**config.mk**
```make
export PLATFORM = sky130hd
export DESIGN_NAME = galvo_xy2_100_transmitter_top
export DESIGN_NICKNAME = d
export VERILOG_FILES = /design/src/rtl/xy2tx_pkg.sv /design/src/rtl/xy2tx_cell.sv /design/src/rtl/galvo_xy2_100_transmitter_top.sv
export SDC_FILE = /design/constraint.sdc
export NUM_CORES = 1
export LEC_CHECK = 0
export BUFFER_PORTS_ARGS = -buffer_cell sky130_fd_sc_hd__buf_4
export CORE_MARGIN = 5
export CORE_UTILIZATION = 50
export DETAILED_ROUTE_END_ITERATION = 7
export GPL_TIMING_DRIVEN = 0
export PLACE_DENSITY = 0.68
export SKIP_CTS_REPAIR_TIMING = 1
export SLEW_MARGIN = 20
export SYNTH_ARGS = -nofsm -noshare
export SYNTH_HDL_FRONTEND = slang
export SYNTH_SLANG_ARGS = --single-unit
export TNS_END_PERCENT = 30
```
**constraint.sdc**
```tcl
create_clock -name clk -period 2.4 [get_ports clk]
set_clock_uncertainty 0.05 [all_clocks]
set_input_delay 0.48 -clock clk [delete_from_list [all_inputs] [get_ports clk]]
set_output_delay 0.48 -clock clk [all_outputs]
set_load 0.005 [all_outputs]
```
**src/rtl/xy2tx_pkg.sv**
```systemverilog
// Shared types, constants and frame helper for the XY2-100 transmitter.
// Used by xy2tx_cell and galvo_xy2_100_transmitter_top.
package xy2tx_pkg;

    localparam int FRAME_BITS_DEF = 20;
    localparam int DATA_W         = 16;
    localparam logic [FRAME_BITS_DEF-1:0] IDLE_FRAME = 20'h20000;

    // Controls broadcast to every cell of the chain
    typedef struct packed {
        logic wr_en;     // write back buffer
        logic wr_sel;    // buffer index to write
        logic shift_en;  // advance the frame one bit toward the output
        logic load_en;   // reload the shift bits from a buffer
        logic load_sel;  // buffer index to reload from
    } cell_ctrl_t;

    // 0, 0, 1, data msb first, even parity over data
    function automatic logic [FRAME_BITS_DEF-1:0] make_frame(input logic [DATA_W-1:0] d);
        make_frame = {3'b001, d, ^d};
    endfunction

endpackage

```
**src/rtl/xy2tx_cell.sv**
```systemverilog
// One frame bit position of the transmitter: double-buffered X/Y bits and shift bits.
// Depends on xy2tx_pkg.
module xy2tx_cell #(
    parameter logic IDLE_BIT = 1'b0
) (
    input  logic                  clk,
    input  logic                  rst_n,
    input  xy2tx_pkg::cell_ctrl_t ctrl,
    input  logic                  wr_x,
    input  logic                  wr_y,
    input  logic                  shift_in_x,
    input  logic                  shift_in_y,
    output logic                  shift_x,
    output logic                  shift_y
);
    import xy2tx_pkg::*;

    logic [1:0] store_x_reg;
    logic [1:0] store_y_reg;
    logic       shift_x_reg;
    logic       shift_y_reg;

    always_ff @(posedge clk or negedge rst_n)
    begin
        if (!rst_n)
        begin
            store_x_reg <= {2{IDLE_BIT}};
            store_y_reg <= {2{IDLE_BIT}};
        end
        else if (ctrl.wr_en)
        begin
            store_x_reg[ctrl.wr_sel] <= wr_x;
            store_y_reg[ctrl.wr_sel] <= wr_y;
        end
    end

    always_ff @(posedge clk or negedge rst_n)
    begin
        if (!rst_n)
        begin
            shift_x_reg <= IDLE_BIT;
            shift_y_reg <= IDLE_BIT;
        end
        else if (ctrl.load_en)
        begin
            shift_x_reg <= store_x_reg[ctrl.load_sel];
            shift_y_reg <= store_y_reg[ctrl.load_sel];
        end
        else if (ctrl.shift_en)
        begin
            shift_x_reg <= shift_in_x;
            shift_y_reg <= shift_in_y;
        end
    end

    assign shift_x = shift_x_reg;
    assign shift_y = shift_y_reg;

endmodule

```
**src/rtl/galvo_xy2_100_transmitter_top.sv**
```systemverilog
// XY2-100 galvo frame transmitter: a chain of bit cells shifting frames out.
// A tick word's output word is registered and shows on the output in the cycle after it is accepted.
// Throughput: one input word per cycle while the output is not stalled; set-position words produce no output.
// The output register frees in the same cycle it is taken, so a stalled output blocks input.
// Reset (async, rst_n low): idle frame in both buffers, update pending, clock phase high next.
// Depends on xy2tx_pkg and xy2tx_cell.
module galvo_xy2_100_transmitter_top #(
    parameter int FRAME_BITS = xy2tx_pkg::FRAME_BITS_DEF
) (
    input  logic        clk,
    input  logic        rst_n,
    input  logic        s_tvalid,
    output logic        s_tready,
    input  logic [31:0] s_tdata,   // x_position [15:0], y_position [31:16]
    input  logic        s_tuser,   // op: 0 tick, 1 set position
    output logic        m_tvalid,
    input  logic        m_tready,
    output logic [7:0]  m_tdata,   // clock_level, sync_level, x_data_level, y_data_level, zeros
    output logic        m_tlast    // frame_end
);
    import xy2tx_pkg::*;

    localparam int POS_W = $clog2(FRAME_BITS);
    localparam logic [POS_W-1:0] LAST_POS = POS_W'(FRAME_BITS - 1);

    logic                  accept;
    logic                  tick;
    logic                  high_tick;
    logic                  at_last;
    cell_ctrl_t            ctrl;
    logic [FRAME_BITS-1:0] x_frame;
    logic [FRAME_BITS-1:0] y_frame;
    logic [FRAME_BITS:0]   chain_x;
    logic [FRAME_BITS:0]   chain_y;

    logic                  phase_reg,   phase_next;
    logic [POS_W-1:0]      pos_reg,     pos_next;
    logic                  front_reg,   front_next;
    logic                  pending_reg, pending_next;
    logic [2:0]            held_reg,    held_next;
    logic                  valid_reg,   valid_next;
    logic [3:0]            data_reg,    data_next;
    logic                  last_reg,    last_next;

    assign s_tready  = !valid_reg || m_tready;
    assign accept    = s_tvalid && s_tready;
    assign tick      = accept && !s_tuser;
    assign high_tick = tick && phase_reg;
    assign at_last   = (pos_reg >= LAST_POS);

    assign x_frame = FRAME_BITS'(make_frame(s_tdata[15:0]));
    assign y_frame = FRAME_BITS'(make_frame(s_tdata[31:16]));

    always_comb
    begin
        ctrl.wr_en    = accept && s_tuser;
        ctrl.wr_sel   = !front_reg;
        ctrl.shift_en = high_tick && !at_last;
        ctrl.load_en  = high_tick && at_last;
        ctrl.load_sel = front_reg ^ pending_reg;
    end

    // Cell 0 holds the bit on the wire; the far end fills with zeros
    assign chain_x[FRAME_BITS] = 1'b0;
    assign chain_y[FRAME_BITS] = 1'b0;

    for (genvar i = 0; i < FRAME_BITS; i++)
    begin : g_cell
        xy2tx_cell #(
            .IDLE_BIT (IDLE_FRAME[FRAME_BITS-1-i])
        ) u_cell (
            .clk        (clk),
            .rst_n      (rst_n),
            .ctrl       (ctrl),
            .wr_x       (x_frame[FRAME_BITS-1-i]),
            .wr_y       (y_frame[FRAME_BITS-1-i]),
            .shift_in_x (chain_x[i+1]),
            .shift_in_y (chain_y[i+1]),
            .shift_x    (chain_x[i]),
            .shift_y    (chain_y[i])
        );
    end

    always_comb
    begin
        phase_next   = phase_reg;
        pos_next     = pos_reg;
        front_next   = front_reg;
        pending_next = pending_reg;
        held_next    = held_reg;
        valid_next   = valid_reg && !m_tready;
        data_next    = data_reg;
        last_next    = last_reg;
        if (ctrl.wr_en)
        begin
            pending_next = 1'b1;
        end
        if (tick)
        begin
            phase_next = !phase_reg;
            valid_next = 1'b1;
            if (phase_reg)
            begin
                held_next = {!at_last, chain_x[0], chain_y[0]};
                data_next = {chain_y[0], chain_x[0], !at_last, 1'b1};
                last_next = at_last;
                if (at_last)
                begin
                    pos_next     = '0;
                    front_next   = front_reg ^ pending_reg;
                    pending_next = 1'b0;
                end
                else
                begin
                    pos_next = pos_reg + POS_W'(1);
                end
            end
            else
            begin
                // low phase: drop the clock, hold sync and data
                data_next = {held_reg[0], held_reg[1], held_reg[2], 1'b0};
                last_next = 1'b0;
            end
        end
    end

    always_ff @(posedge clk or negedge rst_n)
    begin
        if (!rst_n)
        begin
            phase_reg   <= 1'b1;
            pos_reg     <= '0;
            front_reg   <= 1'b0;
            pending_reg <= 1'b1;
            held_reg    <= '0;
            valid_reg   <= 1'b0;
        end
        else
        begin
            phase_reg   <= phase_next;
            pos_reg     <= pos_next;
            front_reg   <= front_next;
            pending_reg <= pending_next;
            held_reg    <= held_next;
            valid_reg   <= valid_next;
        end
    end

    always_ff @(posedge clk)
    begin
        data_reg <= data_next;
        last_reg <= last_next;
    end

    assign m_tvalid = valid_reg;
    assign m_tdata  = {4'b0000, data_reg};
    assign m_tlast  = last_reg;

endmodule

```
==> key figures <==
Status
  – Outcome: completed

Worst setup path
  – Worst reg2reg path depth: 8
  – Required @ worst endpoint: 2640 ps
  – Crit-path slowest cell: dfrtp_1
  – Most common cell on crit path: buf_4
  – Critical path arrival: 2270 ps
  – WP buf/inv: 2
  – Critical path class: reg2reg
  – Worst-path fanout max: 10
  – Crit start category: flop
  – Critical path capture point type: flop
  – Crit. path cell count: 8
  – Max incr delay on CP: ~440 ps
  – CP Cell Sequence: ha_1 -> a2111oi_2 -> nand2b_1 -> buf_4 -> buf_4 -> nor2_1 -> a21oi_1 -> o21ai_1
  – CP top delay family: compound AO/OA/AOI/OAI gates

Route
  – Drt first pass iters: 4
  – Final ANT Viol Nets: 0
  – Routed length per instance: about 18 microns
  – DRC Markers: 0
  – Via count: 4066
  – Routed wire length: between 10 and 15 mm
  – 1st-iter DRT viols: between 200 and 300
  – Via density: 5.27

Min path
  – HP Class: in2reg
  – WHS Path Cells: 2

Floorplan
  – Core box area: 12100 sq um
  – Die Width: 121 microns
  – Starting Density: 0.511
  – Ports: 48
  – # rows: 40
  – Die ar.: 14600 sq um
  – Die H: 121 microns

Synth
  – Number of cells produced by synthesis: 524
  – Primary FF master, synth: dfrtp_1
  – Post-synthesis sequential area ratio: 0.562
  – Synth Cell Area: 6160 sq um
  – Post-synth top area share: 0.504
  – Ys Warns: 0
  – Post-synthesis register bit count: between 100 and 150
  – Synthesized area per cell: 11.8 sq um
  – FFs w/ async S/R, synth: 0.964
  – Post-synth top area cell: dfrtp_1
  – Synth cell types: 30
  – Post-synth top cells: 124 x dfrtp_1, 72 x mux2_2, 45 x nand2_1, 43 x nor2_1
  – Most instantiated library cell after synthesis: dfrtp_1
  – Post-synth EDFFs: 5
  – Area contributors post-synth: dfrtp_1 50%, mux2_2 13%, mux2i_1 6.2%, xnor2_1 4.4%, dfstp_2 3.4%

Clocking
  – Clk root buf: clkbuf_16
  – Num Clock Sinks: 137
  – CTS tree: done
  – Clock latency at the later pin of the worst-skew pair: 420 ps
  – CTS clk-pin slew, worst paths: about 60 ps
  – Htree depth: 4
  – TritonCTS buffer count: 17
  – Clk buf depth: 2

STA
  – Final hold vios: 0
  – Slew @ Worst Pin: around 550 ps
  – RSZ-0062 raised after global routing: false
  – Slew Limit Fails: 0
  – Tcrit/Tclk final: 0.846
  – Final Setup Violations: 0
  – Min Tclk post-route: slightly above 2000 ps
  – Slew HR: 0.630
  – F_max: 492 MHz
  – Final TNS setup: 0 ps

Final layout
  – ANT cells: 0
  – Cell Count, Final, Fillers Out: 772
  – NumNets Final: 629
  – Filler cell count: 975
  – Fraction of layout cells with a size suffix above 1: 0.310
  – Area Growth Syn to Fin: 19.4%

Global routing
  – First-pass GRT wire length: 22.4 mm
  – GRT Total Usage: 0.204
  – Pin count of the biggest net entering global routing: 78
  – Overflow left after global routing: 0
  – Antenna violations before repair: 0
  – Vias in the first global route: 4271

Place
  – Final HPWL DP: a little over 9 mm
  – # placed instances: approximately 740
  – Buffers on Ports: 43
  – Placer Congestion: roughly 0.8

Flow run
  – Max-cap violations: 0

Power and ir drop
  – Maximum VDD drop: 0.476 mV
  – Cell area power density: 820 nW/um^2
  – Static Leak: 0.00321 uW
-- worst paths after layout --
path | start | end | slack [ps]
worst max-delay path | pos_reg[0] | g_cell[11].u_cell.shift_x | 370
worst min-delay path | s_tuser | m_tvalid | 230
worst max register to register | pos_reg[0] | g_cell[11].u_cell.shift_x | 370
worst min register to register | g_cell[2].u_cell.shift_x | g_cell[2].u_cell.shift_x | 410
max in group asynchronous | rst_n | pending_reg | 1030
min in group asynchronous | rst_n | g_cell[12].u_cell.store_y_reg[0] | 530
-- stage by stage --
stage               area, sq um   util  power (uW)  hold WS [ps]  setup WS [ps]
finish                     7360  0.610        6030           233            369
global route               7360  0.610        6290           220            264
CTS                        7350  0.609        6090         -61.4            378
global placement           6710  0.556        3390           405            300
floorplan                  6170      -        3130           134            642
detailed placement         6740  0.559        3420           382            279
-- layer usage --
metal,track usage,share of wire,up-vias
met5,0,0,-
met4,0.0729,0.016,0
met3,0.0452,0.047,19
met2,0.345,0.51,81
met1,0.258,0.43,2044
li1,-,-,1922
-- report_power, final --
group / switching (uW) / internal (uW) / total, uW
registers: 124 / 2500 / 2630
clock network: 975 / 1680 / 2660
logic: 390 / 360 / 750
total: 1490 / 4540 / 6030
-- area by class of cell --
class | instances | area [sq um] | share of cell area
clock buffers | 20 | 457 | 0.0621
repair buffers | 45 | 368 | 0.0500
flip-flops and latches | 137 | 3460 | 0.471
clock inverters | 12 | 149 | 0.0202
plain buffers | 36 | 228 | 0.0310
well taps | 168 | 210 | 0.0286
inverters | 4 | 15.0 | 0.00204
multi-input cells | 350 | 2470 | 0.335
-- cell usage in the layout (no fill, tap or decap), drive strengths merged, types with 3 or more instances in the layout --
cell	count
a21oi	40
and2	8
buf	75
bufinv	3
clkbuf	25
clkinv	5
clkinvlp	4
conb	4
dfrtp	124
dfstp	8
edfxtp	5
inv	4
mux2	74
mux2i	38
nand2	45
nand2b	6
nor2	43
o21ai	47
xnor2	31
-- cell families after synthesis --
group | Yosys count | synth area share
flops | 137 | 0.562
compound gates | 92 | 0.0782
fa+ha+maj | 1 | 0.00203
other cells | 1 | 0.000609
xor+xnor | 33 | 0.0469
simple gates | 108 | 0.0739
mux | 112 | 0.197
buf+inv | 40 | 0.0394
-- worst register-to-register path: cells and delay by family (launching register included) --
kind | cells | cell delay, ps
AO/OA/AOI/OAI | 3 | 570
AND/OR/NAND/NOR | 2 | 220
adder cells (fa/ha/maj) | 1 | 270
flip-flops | 1 | 440
buffers and inverters | 2 | 350
No activity file was read; power rests on OpenSTA's default activity.
